[src/design/rtmp_chp_pkg.sv]
// Shared types, codes and helpers for the RTMP chunk header parser.
package rtmp_chp_pkg;

  localparam int STREAM_SLOTS_DEF = 1024;

  localparam int STREAM_W = 17;
  localparam int TIME_W   = 24;

  // Chunk header formats (top two bits of the first byte)
  localparam logic [1:0] FMT_FULL      = 2'd0;
  localparam logic [1:0] FMT_NO_STREAM = 2'd1;
  localparam logic [1:0] FMT_TIME_ONLY = 2'd2;
  localparam logic [1:0] FMT_NONE      = 2'd3;

  // Low six bits of the first byte that select the long basic forms
  localparam logic [5:0] LOW_TWO_BYTE   = 6'd0;
  localparam logic [5:0] LOW_THREE_BYTE = 6'd1;

  localparam logic [STREAM_W-1:0] LONG_ID_BASE = 17'd64;
  localparam logic [TIME_W-1:0]   TIME_ESCAPE  = 24'hFFFFFF;
  localparam logic [3:0]          EXT_BYTES    = 4'd4;

  typedef enum logic [5:0] {
    PH_BASIC0 = 6'b000001,
    PH_BASIC1 = 6'b000010,
    PH_BASIC2 = 6'b000100,
    PH_MSG    = 6'b001000,
    PH_EXT    = 6'b010000,
    PH_FLAG   = 6'b100000
  } phase_t;

  typedef struct packed {
    logic [1:0]          fmt;
    logic [STREAM_W-1:0] stream;
    logic [TIME_W-1:0]   time_acc;
    logic [23:0]         len;
    logic [7:0]          msg_type;
    logic [31:0]         msg_stream;
    logic [31:0]         ext;
    logic [1:0]          blen;
  } hdr_t;

  function automatic logic [3:0] msg_bytes(input logic [1:0] fmt);
    logic [3:0] n;
    case (fmt)
      FMT_FULL:      n = 4'd11;
      FMT_NO_STREAM: n = 4'd7;
      FMT_TIME_ONLY: n = 4'd3;
      default:       n = 4'd0;
    endcase
    return n;
  endfunction

endpackage

[src/design/rtmp_chp_ram.sv]
// Generic single-write, single-read RAM with registered read data.
module rtmp_chp_ram #(
  parameter int WIDTH = 1,
  parameter int DEPTH = 1024,
  parameter int AW    = $clog2(DEPTH)
) (
  input  logic             clk,
  input  logic             we,
  input  logic [AW-1:0]    waddr,
  input  logic [WIDTH-1:0] wdata,
  input  logic             re,
  input  logic [AW-1:0]    raddr,
  output logic [WIDTH-1:0] rdata
);

  logic [WIDTH-1:0] mem [DEPTH];
  logic [WIDTH-1:0] rdata_r;

  always_ff @(posedge clk) begin
    if (we) begin
      mem[waddr] <= wdata;
    end
    if (re) begin
      rdata_r <= mem[raddr];
    end
  end

  assign rdata = rdata_r;

endmodule

[src/design/rtmp_chunk_header_parser_unit.sv]
// RTMP chunk header parser: byte-wise header decode with a per-stream extended-timestamp flag RAM.
//
// Takes one header byte per cycle, back to back, while in_stall is low, and emits one word per
// completed chunk header via a result register. Format 3 headers look up their chunk stream's
// extended flag in the flag RAM; the read issues on the last basic-header byte and resolves
// once the output is free, accepting the following byte in that same cycle if one is offered.
// A format 3 header that reads no extended timestamp therefore emits at that lookup, not with
// its last byte like the others. A word waiting at a stalled output holds the input off.
// After reset the flag RAM clears every entry, one per cycle; in_stall is high until it is done.
module rtmp_chunk_header_parser_unit #(
  parameter int STREAM_SLOTS = rtmp_chp_pkg::STREAM_SLOTS_DEF
) (
  input  logic        clk,
  input  logic        rst_n,
  input  logic        in_valid,
  output logic        in_stall,
  input  logic [7:0]  in_header_byte,
  output logic        out_valid,
  input  logic        out_stall,
  output logic [1:0]  out_chunk_format,
  output logic [16:0] out_chunk_stream,
  output logic [23:0] out_time_field,
  output logic [23:0] out_message_length,
  output logic [7:0]  out_message_type,
  output logic [31:0] out_message_stream,
  output logic [31:0] out_extended_time,
  output logic        out_ext_read,
  output logic [1:0]  out_basic_size,
  output logic [3:0]  out_message_header_bytes,
  output logic [23:0] out_payload_bytes
);

  localparam int AW = $clog2(STREAM_SLOTS);
  localparam logic [rtmp_chp_pkg::STREAM_W-1:0] SLOTS_ID = 17'(STREAM_SLOTS);
  localparam logic [AW-1:0] LAST_SLOT = AW'(STREAM_SLOTS - 1);

  rtmp_chp_pkg::phase_t phase_r, phase_nxt, eff_phase;
  rtmp_chp_pkg::hdr_t   hdr_r, hdr_nxt, src;
  logic [3:0]           idx_r, idx_nxt;

  logic          clr_busy_r;
  logic [AW-1:0] clr_addr_r;

  logic          fwd_hit_r, fwd_data_r;
  logic          out_valid_r;

  logic          slot_free, in_acc;
  logic          flag_emit, byte_emit, emit, emit_ext;
  logic          flag_set, src_in_range;
  logic          rd_en;
  logic [AW-1:0] rd_addr;
  logic          ram_we, ram_wdata, ram_rdata;
  logic [AW-1:0] ram_waddr;
  logic [7:0]    b;

  assign slot_free = !out_valid_r || !out_stall;
  assign in_stall  = clr_busy_r || !slot_free;
  assign in_acc    = in_valid && !in_stall;
  assign b         = in_header_byte;

  // Stream ids beyond the table never carry a flag
  assign flag_set = (hdr_r.stream < SLOTS_ID) && (fwd_hit_r ? fwd_data_r : ram_rdata);

  always_comb begin
    phase_nxt = phase_r;
    idx_nxt   = idx_r;
    hdr_nxt   = hdr_r;
    eff_phase = phase_r;
    flag_emit = 1'b0;
    byte_emit = 1'b0;
    emit_ext  = 1'b0;
    rd_en     = 1'b0;

    // Resolve a pending format 3 lookup; the byte of this cycle follows it
    if (phase_r == rtmp_chp_pkg::PH_FLAG && slot_free) begin
      idx_nxt = 4'd0;
      if (flag_set) begin
        phase_nxt = rtmp_chp_pkg::PH_EXT;
        eff_phase = rtmp_chp_pkg::PH_EXT;
      end else begin
        flag_emit = 1'b1;
        phase_nxt = rtmp_chp_pkg::PH_BASIC0;
        eff_phase = rtmp_chp_pkg::PH_BASIC0;
      end
    end

    if (in_acc) begin
      unique case (eff_phase)
        rtmp_chp_pkg::PH_BASIC0: begin
          hdr_nxt.fmt        = b[7:6];
          hdr_nxt.time_acc   = '0;
          hdr_nxt.len        = '0;
          hdr_nxt.msg_type   = '0;
          hdr_nxt.msg_stream = '0;
          hdr_nxt.ext        = '0;
          idx_nxt            = 4'd0;
          if (b[5:0] == rtmp_chp_pkg::LOW_TWO_BYTE || b[5:0] == rtmp_chp_pkg::LOW_THREE_BYTE) begin
            hdr_nxt.blen   = (b[5:0] == rtmp_chp_pkg::LOW_TWO_BYTE) ? 2'd2 : 2'd3;
            hdr_nxt.stream = rtmp_chp_pkg::LONG_ID_BASE;
            phase_nxt      = rtmp_chp_pkg::PH_BASIC1;
          end else begin
            hdr_nxt.blen   = 2'd1;
            hdr_nxt.stream = 17'(b[5:0]);
            if (hdr_nxt.fmt != rtmp_chp_pkg::FMT_NONE) begin
              phase_nxt = rtmp_chp_pkg::PH_MSG;
            end else begin
              phase_nxt = rtmp_chp_pkg::PH_FLAG;
              rd_en     = 1'b1;
            end
          end
        end
        rtmp_chp_pkg::PH_BASIC1: begin
          hdr_nxt.stream = rtmp_chp_pkg::LONG_ID_BASE + 17'(b);
          idx_nxt        = 4'd0;
          if (hdr_r.blen == 2'd3) begin
            phase_nxt = rtmp_chp_pkg::PH_BASIC2;
          end else if (hdr_r.fmt != rtmp_chp_pkg::FMT_NONE) begin
            phase_nxt = rtmp_chp_pkg::PH_MSG;
          end else begin
            phase_nxt = rtmp_chp_pkg::PH_FLAG;
            rd_en     = 1'b1;
          end
        end
        rtmp_chp_pkg::PH_BASIC2: begin
          hdr_nxt.stream = hdr_r.stream + {1'b0, b, 8'h00};
          idx_nxt        = 4'd0;
          if (hdr_r.fmt != rtmp_chp_pkg::FMT_NONE) begin
            phase_nxt = rtmp_chp_pkg::PH_MSG;
          end else begin
            phase_nxt = rtmp_chp_pkg::PH_FLAG;
            rd_en     = 1'b1;
          end
        end
        rtmp_chp_pkg::PH_MSG: begin
          if (idx_r < 4'd3) begin
            hdr_nxt.time_acc = {hdr_r.time_acc[15:0], b};
          end else if (idx_r < 4'd6) begin
            hdr_nxt.len = {hdr_r.len[15:0], b};
          end else begin
            case (idx_r)
              4'd6:    hdr_nxt.msg_type          = b;
              4'd7:    hdr_nxt.msg_stream[7:0]   = b;
              4'd8:    hdr_nxt.msg_stream[15:8]  = b;
              4'd9:    hdr_nxt.msg_stream[23:16] = b;
              4'd10:   hdr_nxt.msg_stream[31:24] = b;
              default: hdr_nxt.msg_type          = hdr_r.msg_type;
            endcase
          end
          idx_nxt = idx_r + 4'd1;
          if (idx_nxt >= rtmp_chp_pkg::msg_bytes(hdr_r.fmt)) begin
            idx_nxt = 4'd0;
            if (hdr_nxt.time_acc == rtmp_chp_pkg::TIME_ESCAPE) begin
              phase_nxt = rtmp_chp_pkg::PH_EXT;
            end else begin
              byte_emit = 1'b1;
              phase_nxt = rtmp_chp_pkg::PH_BASIC0;
            end
          end
        end
        rtmp_chp_pkg::PH_EXT: begin
          hdr_nxt.ext = {hdr_r.ext[23:0], b};
          idx_nxt     = idx_nxt + 4'd1;
          if (idx_nxt >= rtmp_chp_pkg::EXT_BYTES) begin
            idx_nxt   = 4'd0;
            byte_emit = 1'b1;
            emit_ext  = 1'b1;
            phase_nxt = rtmp_chp_pkg::PH_BASIC0;
          end
        end
        default: begin
          idx_nxt   = 4'd0;
          phase_nxt = rtmp_chp_pkg::PH_BASIC0;
        end
      endcase
    end
  end

  assign emit         = flag_emit || byte_emit;
  assign src          = flag_emit ? hdr_r : hdr_nxt;
  assign src_in_range = src.stream < SLOTS_ID;
  assign rd_addr      = hdr_nxt.stream[AW-1:0];

  // Clearing pass owns the write port until it ends
  assign ram_we    = clr_busy_r || (emit && src_in_range);
  assign ram_waddr = clr_busy_r ? clr_addr_r : src.stream[AW-1:0];
  assign ram_wdata = clr_busy_r ? 1'b0 : emit_ext;

  rtmp_chp_ram #(
    .WIDTH (1),
    .DEPTH (STREAM_SLOTS),
    .AW    (AW)
  ) u_flag_ram (
    .clk   (clk),
    .we    (ram_we),
    .waddr (ram_waddr),
    .wdata (ram_wdata),
    .re    (rd_en),
    .raddr (rd_addr),
    .rdata (ram_rdata)
  );

  always_ff @(posedge clk) begin
    if (!rst_n) begin
      phase_r     <= rtmp_chp_pkg::PH_BASIC0;
      idx_r       <= '0;
      hdr_r       <= '0;
      clr_busy_r  <= 1'b1;
      clr_addr_r  <= '0;
      fwd_hit_r   <= 1'b0;
      fwd_data_r  <= 1'b0;
      out_valid_r <= 1'b0;
    end else begin
      phase_r <= phase_nxt;
      idx_r   <= idx_nxt;
      hdr_r   <= hdr_nxt;
      if (clr_busy_r) begin
        clr_addr_r <= clr_addr_r + AW'(1);
        if (clr_addr_r == LAST_SLOT) begin
          clr_busy_r <= 1'b0;
        end
      end
      // Forward a write that lands on the entry being read in the same cycle
      if (rd_en) begin
        fwd_hit_r  <= ram_we && (ram_waddr == rd_addr);
        fwd_data_r <= ram_wdata;
      end
      if (emit) begin
        out_valid_r <= 1'b1;
      end else if (!out_stall) begin
        out_valid_r <= 1'b0;
      end
    end
  end

  // Result payload: load on emit, hold otherwise
  always_ff @(posedge clk) begin
    if (emit) begin
      out_chunk_format   <= src.fmt;
      out_chunk_stream   <= src.stream;
      out_time_field     <= (src.fmt != rtmp_chp_pkg::FMT_NONE) ? src.time_acc : '0;
      out_message_length <= (src.fmt == rtmp_chp_pkg::FMT_FULL ||
                             src.fmt == rtmp_chp_pkg::FMT_NO_STREAM) ? src.len : '0;
      out_message_type   <= (src.fmt == rtmp_chp_pkg::FMT_FULL ||
                             src.fmt == rtmp_chp_pkg::FMT_NO_STREAM) ? src.msg_type : '0;
      out_message_stream <= (src.fmt == rtmp_chp_pkg::FMT_FULL) ? src.msg_stream : '0;
      out_extended_time  <= emit_ext ? src.ext : '0;
      out_ext_read       <= emit_ext;
      out_basic_size     <= src.blen;
      out_message_header_bytes <= rtmp_chp_pkg::msg_bytes(src.fmt);
      out_payload_bytes  <= (src.fmt == rtmp_chp_pkg::FMT_FULL ||
                             src.fmt == rtmp_chp_pkg::FMT_NO_STREAM) ? src.len : '0;
    end
  end

  assign out_valid = out_valid_r;

endmodule

[config.mk]
export PLATFORM = sky130hd
export DESIGN_NAME = rtmp_chunk_header_parser_unit
export DESIGN_NICKNAME = d
export VERILOG_FILES = /design/src/design/rtmp_chp_pkg.sv /design/src/design/rtmp_chp_ram.sv /design/src/design/rtmp_chunk_header_parser_unit.sv
export SDC_FILE = /design/constraint.sdc
export NUM_CORES = 2
export LEC_CHECK = 0
export BUFFER_PORTS_ARGS = -buffer_cell sky130_fd_sc_hd__buf_2
export CAP_MARGIN = 0
export CORE_ASPECT_RATIO = 1.1
export CORE_MARGIN = 4
export CORE_UTILIZATION = 50
export DETAILED_ROUTE_END_ITERATION = 10
export PLACE_DENSITY = 0.78
export SYNTH_ARGS = -nofsm -noshare
export SYNTH_HDL_FRONTEND = slang
export SYNTH_SLANG_ARGS = --single-unit
[constraint.sdc]
create_clock -name clk -period 26.6 [get_ports clk]
set_input_delay 3.99 -clock clk [delete_from_list [all_inputs] [get_ports clk]]
set_output_delay 3.99 -clock clk [all_outputs]
set_load 0.05 [all_outputs]
After elaboration in Yosys (flattened, before gate mapping) --
Memories as Yosys holds them, arrays and structs flattened. A register that Yosys moved wholly into a read port is not among the register bits. Cells that the tools add are included. W data, S select, Z words.
Word-level totals: output and inout bits 172, bits in registers 311, memories kept 1, RAM bits 1024
Operators by class: multiplexer cells 65, reductions and logical operators 18, add/subtract/negate cells 5, $lt $le $gt $ge 6, equal/unequal tests 24
Memory list:
- u_flag_ram.mem | words 1024, bits a word 1, read ports 1, clocked after memory_dff 1, write ports 1, line rtmp_chp_ram.sv:16 | logic [WIDTH-1:0] mem [DEPTH];
Operators by type and width (count):
- $mux W141 | 2
- $pmux W88 S2 | 1
- $mux W24 | 4
- $mux W64 | 1
- $pmux W32 S2 | 1
- $pmux W17 S3 | 1
- $mux W6 | 8
- $mux W40 | 1
- $mux W8 | 5
- $lt A17 B11 Y1 const B | 2
- $pmux W6 S5 | 1
- $eq A24 B24 Y1 const B | 1
- $mux W4 | 6
- $pmux W4 S3 | 2
- $mux W1 | 22
- $add A17 B16 Y17 | 1
- $eq A4 B4 Y1 const B | 3
- $eq A6 B1 Y1 const B | 2
- $add A10 B1 Y10 const B | 1
- $eq A10 B10 Y1 | 1
- $eq A10 B10 Y1 const B | 1
- $mux W10 | 1
- $mux W5 | 2
- $add A7 B8 Y9 const A | 1
- other kinds (25) | 47

Longest topological paths before layout --
depth after elaboration 17, mapped depth 20, depth with buffers taken out 16

Cells and area by module --
A second synthesis with hierarchy kept.
Unflattened totals: cell total of the unflattened synthesis 4531, area, all modules 58567.4 um^2
By module, submodules not included:
- rtmp_chp_ram | area each 44666.6 um^2, cells an instance 3112, times used 1
- rtmp_chunk_header_parser_unit | area each 13900.8 um^2, cells an instance 1419, times used 1

Least setup slack after synthesis --
No wires, ideal clock.
path kind in2reg, from input out_stall, to memory u_flag_ram.mem[694] (enable), slack 2.544 ns, stages 18, buffers on the path 2, data required time 26.300 ns, data arrival time 23.756 ns, path through a211oi_4 -> and3_1 -> clkbuf_1 -> nor2_1 -> ha_1 -> nand2_1 -> a21oi_1 -> a21oi_1 -> o221ai_1 -> and2b_1 -> inv_2 -> nand3_1 -> and4b_1 -> a31oi_1 -> nor3_1 -> nand2_1 -> clkbuf_1 -> nor2_1
Between the ends: longest elaborated chain between the ends 14, elaborated cells on any way between the ends 30
Ends and longest elaborated chain:
- from (decl) | line rtmp_chunk_header_parser_unit.sv:19 | input logic out_stall,
- $logic_not A1 Y1 *
- $logic_or A1 B1 Y1 * | line rtmp_chunk_header_parser_unit.sv:56 | assign slot_free = !out_valid_r || !out_stall;
- $logic_and A1 B1 Y1 | line rtmp_chunk_header_parser_unit.sv:75 | if (phase_r == rtmp_chp_pkg::PH_FLAG && slot_free) begin
- $mux W4 | line rtmp_chunk_header_parser_unit.sv:75
- $add A4 B1 Y4 | line rtmp_chunk_header_parser_unit.sv:162 | idx_nxt = idx_nxt + 4'd1;
- $ge A4 B3 Y1 | line rtmp_chunk_header_parser_unit.sv:163 | if (idx_nxt >= rtmp_chp_pkg::EXT_BYTES) begin
- $mux W1 | line rtmp_chunk_header_parser_unit.sv:163
- $pmux W1 S2 | line rtmp_chunk_header_parser_unit.sv:88 | unique case (eff_phase)
- $mux W1 | line rtmp_chunk_header_parser_unit.sv:87 | if (in_acc) begin
- $logic_or A1 B1 Y1 * | line rtmp_chunk_header_parser_unit.sv:178 | assign emit = flag_emit || byte_emit;
- named net emit | line rtmp_chunk_header_parser_unit.sv:48 | logic flag_emit, byte_emit, emit, emit_ext;
- $logic_and A1 B1 Y1 * | line rtmp_chunk_header_parser_unit.sv:184 | assign ram_we = clr_busy_r || (emit && src_in_range);
- $logic_or A1 B1 Y1 * | line rtmp_chunk_header_parser_unit.sv:184
- $mux W1 * | line rtmp_chp_ram.sv:20 | if (we) begin
- $mux W1 (not written as such) * | line rtmp_chp_ram.sv:21 | mem[waddr] <= wdata;
- to (decl) | line rtmp_chp_ram.sv:16
The timed path passes the listed nets; every way through them passes the cells marked *.

Worst setup path after layout --
from input out_stall, to register u_flag_ram.rdata_r, in the netlist u_flag_ram.rdata, read port of u_flag_ram.mem (data pin)
Between the ends: longest elaborated chain between the ends 7, elaborated cells on any way between the ends 15
Ends and longest elaborated chain:
- $logic_not A1 Y1 *
- $logic_or A1 B1 Y1 * | line rtmp_chunk_header_parser_unit.sv:56
- $logic_and A1 B1 Y1 / $logic_not A1 Y1 (equally long branches) | line rtmp_chunk_header_parser_unit.sv:75, rtmp_chunk_header_parser_unit.sv:57
- $mux W6 / $logic_or A1 B1 Y1 (equally long branches) | line rtmp_chunk_header_parser_unit.sv:75, rtmp_chunk_header_parser_unit.sv:57
- $eq A6 B3 Y1 (tied with other cells) | line rtmp_chunk_header_parser_unit.sv:88
- $pmux W17 S3 (tied with other cells) | line rtmp_chunk_header_parser_unit.sv:88
- $mux W141 / $mux W1 (equally long branches) | line rtmp_chunk_header_parser_unit.sv:87
- to (decl) | line rtmp_chp_ram.sv:17 | logic [WIDTH-1:0] rdata_r;
Every way passes the cells marked *; elsewhere a longest branch is shown, timed or not. A chain may end at the register's enable or synchronous reset.

==> impl_results.md <==
* Run status: complete, but fails checks
* Violated checks: max-capacitance violations
* Via density per instance at 6.34
* Part of the power in registers at about 55%
* Hold_buf cts at 0
* Switching share of power at 20.2%
* Nets@finish at 5,385
* Ports at 184
* Placed cell area at 0.0609 mm2
* Initial antenna violation count at 3
* # DRC at 0
* CP Max Fanout at 144
* Xor/xnor share of the synthesized area at 0.414%
* DR pass1 iterations at 7
* Warnings, synthesis at 0
* Port bufs at 183
* CTS resizes at 0
* Fin cells at between 6,000 and 7,000
* Clock Skew at around 0.035 ns
* CTS tree: built
* Post-synth cell types at 86
* Routed wire length at 174,000 um
* Unrepaired setup endpoints after global routing: false
* Core Region at 0.118 mm2
* Slew headroom at 0.705%
* Max frequency at 94.5 MHz
* CTS sink count at 1,327
* CTS Buffer Depth at 3
* Layout area overhead at 9.73%
* Placed Cells at about 6,800
* Hold/Removal Path Class: flop to flop
* Setup bufs post-CTS at 0
* Remaining global-route overflow at 0
* Root Driver: clkbuf_16
* Die area at about 0.12 mm2
* Largest net degree at the start of global routing at 330
* P_int at between 3000 and 4000 uW
* Slew @ Worst Pin at 1.48 ns
* Worst Path Required at 27.08 ns
* Met2 layer usage reported by global route at between 40% and 50%
* Comb pwr share at 1.0%
* Final Max Slew Viols at 0
* Core Rows at 132
* Clk slew on worst S/H paths at about 0.060 ns
* FF+latch count, synth at 1,327
* Largest family of logic cells by synthesized area: simple AND/OR/NAND/NOR gates
* Clock power share at 44.1%
* PwrDens at roughly 63 mW/mm2
* Synth Area in Compound Gates at a little under a tenth
* Starting Density at 50.3%
* Worst hold stages at 2
* Detailed placement HPWL at ~94,000 um
* H-tree depth at 4
* Met3 Use GR at 6.89%
* Cell with the most instances after synthesis: nor2_1
* Met1 Resource Use GR at 33.8%
* Period utilisation layout at 39.8%
* Critical Path AT at 11.06 ns
* Post-synth EDFFs at 1,170
* Mapped Cells at between 5,000 and 6,000
* Fraction of registers with async set/reset at 0%
* Die height at 369 um
* Max-capacitance violation count at 1
* Synthesized area at 0.0592 mm2
* VDD IR max at 0.0655 mV
* Min cycle time layout at about 11 ns
* Synth top area cells: edfxtp_1 (59%), nor2_1 (7.6%), nand2_1 (5.6%)
* Num CTS Buffers at 138
* Layout cells sized above 1 at 10.9%
* Vias in the first global route at ~42,000
* Post-synthesis average cell area at around 11 um2
* CP startpoint kind: input port
* Worst Setup Path Type: input port to flop
* Synth Area in Adders at 0.435%
* R2R setup slack at 18.96 ns
* Top cell type's share of synthesized area at 59.3%
* Fin Setup TNS at 0 ns
* Min-delay src: hdr_r[63]$_SDFF_PN0_
* Hold Path End: hdr_r[63]$_SDFF_PN0_
* Fraction of the mapped netlist area in simple logic gates at 17.8%
* Switch Pwr at 823 uW
* Wire per inst at 24.8 um
* Syn nets at 5,464
* Via count at between 40,000 and 50,000
* Cell count of the worst reg-to-reg path at 14
* Seq/Total Area, Yosys at 64.6%
* GRT Util Overall at 27.1%
* Fin. Hold Viols at 0
* Skew-Pair Late Insertion Delay at roughly 0.76 ns
* Reg-to-reg endpoint: u_flag_ram.rdata$_DFFE_PP_
* R2R Path Start: phase_r[5]$_SDFF_PN0_
* Critical path capture point type: flop
* Leakage Power at 0.0196 uW
* Ys flop type: edfxtp_1
* Most Crowded Layer GR: met2
* Post-synth top area cell: edfxtp_1
* RD Place Congestion at 0.896
* Die Wd at about 340 um
* Finish-stage setup viols at 0
* Commonest cells in the synthesized netlist: nor2_1 (1,194), edfxtp_1 (1,170), nand2_1 (877)
* Antenna Nets Post-Route at 0
* Number of DRC markers in iteration 0 at 6,859
* First-pass GRT wire length at 255,000 um
* Mux cell area share after synthesis at 3.61%
* Final non-filler cell area at 0.0650 mm2
[routing by layer]
metal | vias to the layer above | wire [um]
li1 | 19012 | -
met1 | 21370 | 59100
met2 | 3262 | 80500
met5 | - | 11
met3 | 673 | 23400
met4 | 2 | 10700
[worst max-delay path, stage by stage]
cell       delay (ns)
buf_2            0.15
a211oi_4         0.38
nand3_4          0.20
o211a_1          0.51
o221a_4          0.47
nor2_4           0.68
buf_12           0.59
buf_12           0.64
buf_4            0.87
mux4_2           0.61
a2111oi_1        0.53
nor4_1           0.14
a41oi_1          0.26
nand2_1          0.09
or4_1            0.49
[logic make-up after synthesis]
group           Yosys count
fa+ha+maj                20
flops                  1327
simple gates           2534
mux                     193
compound gates          818
xor+xnor                 28
buf+inv                 512
[flip-flops by register name, summed over array words and instances, names as in the netlist, 2 cells and up]
name / cells
clr_addr_r: 10
out_chunk_format: 2
hdr_r: 133
out_message_stream: 32
out_chunk_stream: 17
out_message_type: 8
out_extended_time: 32
out_message_header_bytes: 3
out_payload_bytes: 24
out_basic_size: 2
out_time_field: 24
u_flag_ram.mem: 1024
phase_r: 6
idx_r: 4
[cells in the final DEF (no fill, tap or decap), drive strengths merged, types with 52 or more instances in the layout]
master and instances:
nor2 1195, edfxtp 1170, nand2 878, a211oi 60, clkbuf 183, o21ai 99, mux2 64, dfxtp 157
a21oi 213, a22oi 52, buf 269, a31oi 57, a21boi 108, mux2i 119, and3 110, nand3 166
[power by group through the flow]
stage	Clock (uW)	Combinational (uW)	Sequential (uW)
2_1_floorplan	0	19.5	2280
3_3_place_gp	0	39.7	2280
3_5_place_dp	0	40.1	2280
4_1_cts	1800	40.2	2230
5_1_grt	1900	42.2	2230
6_report	1800	42.2	2230
[metrics by stage]
stage	power, uW	hold WS (ns)	util [%]	worst slack, ns
finish	4070	0.462	55.2	16.02
global route	4170	0.483	55.2	15.77
CTS	4070	0.464	55.2	16.21
detailed placement	2320	0.456	51.7	15.44
global placement	2320	0.449	51.7	15.51
floorplan	2300	0.444	-	2.54
[cell type report]
cell class	count	area, um2
Fill cell	9505	52800
Sequential cell	1327	38300
Clock inverter	56	347
Timing Repair Buffer	269	1650
Multi-Input combinational cell	3593	18900
Tap cell	1541	1930
Clock buffer	183	3760
Antenna cell	2	5.00
Inverter	24	90.1
[worst max path at each step]
stage | startpoint | cells after the start | endpoint | slack [ns]
finish | out_stall | 15 | u_flag_ram.rdata$_DFFE_PP_ | 16.02
global route | out_stall | 15 | u_flag_ram.rdata$_DFFE_PP_ | 15.77
CTS | out_stall | 15 | u_flag_ram.rdata$_DFFE_PP_ | 16.21
detailed placement | out_stall | 15 | u_flag_ram.rdata$_DFFE_PP_ | 15.44
global placement | out_stall | 15 | u_flag_ram.rdata$_DFFE_PP_ | 15.51
floorplan | out_stall | 18 | u_flag_ram.mem[694]$_DFFE_PP_ | 2.54
No activity file was read; power rests on OpenSTA's default activity.
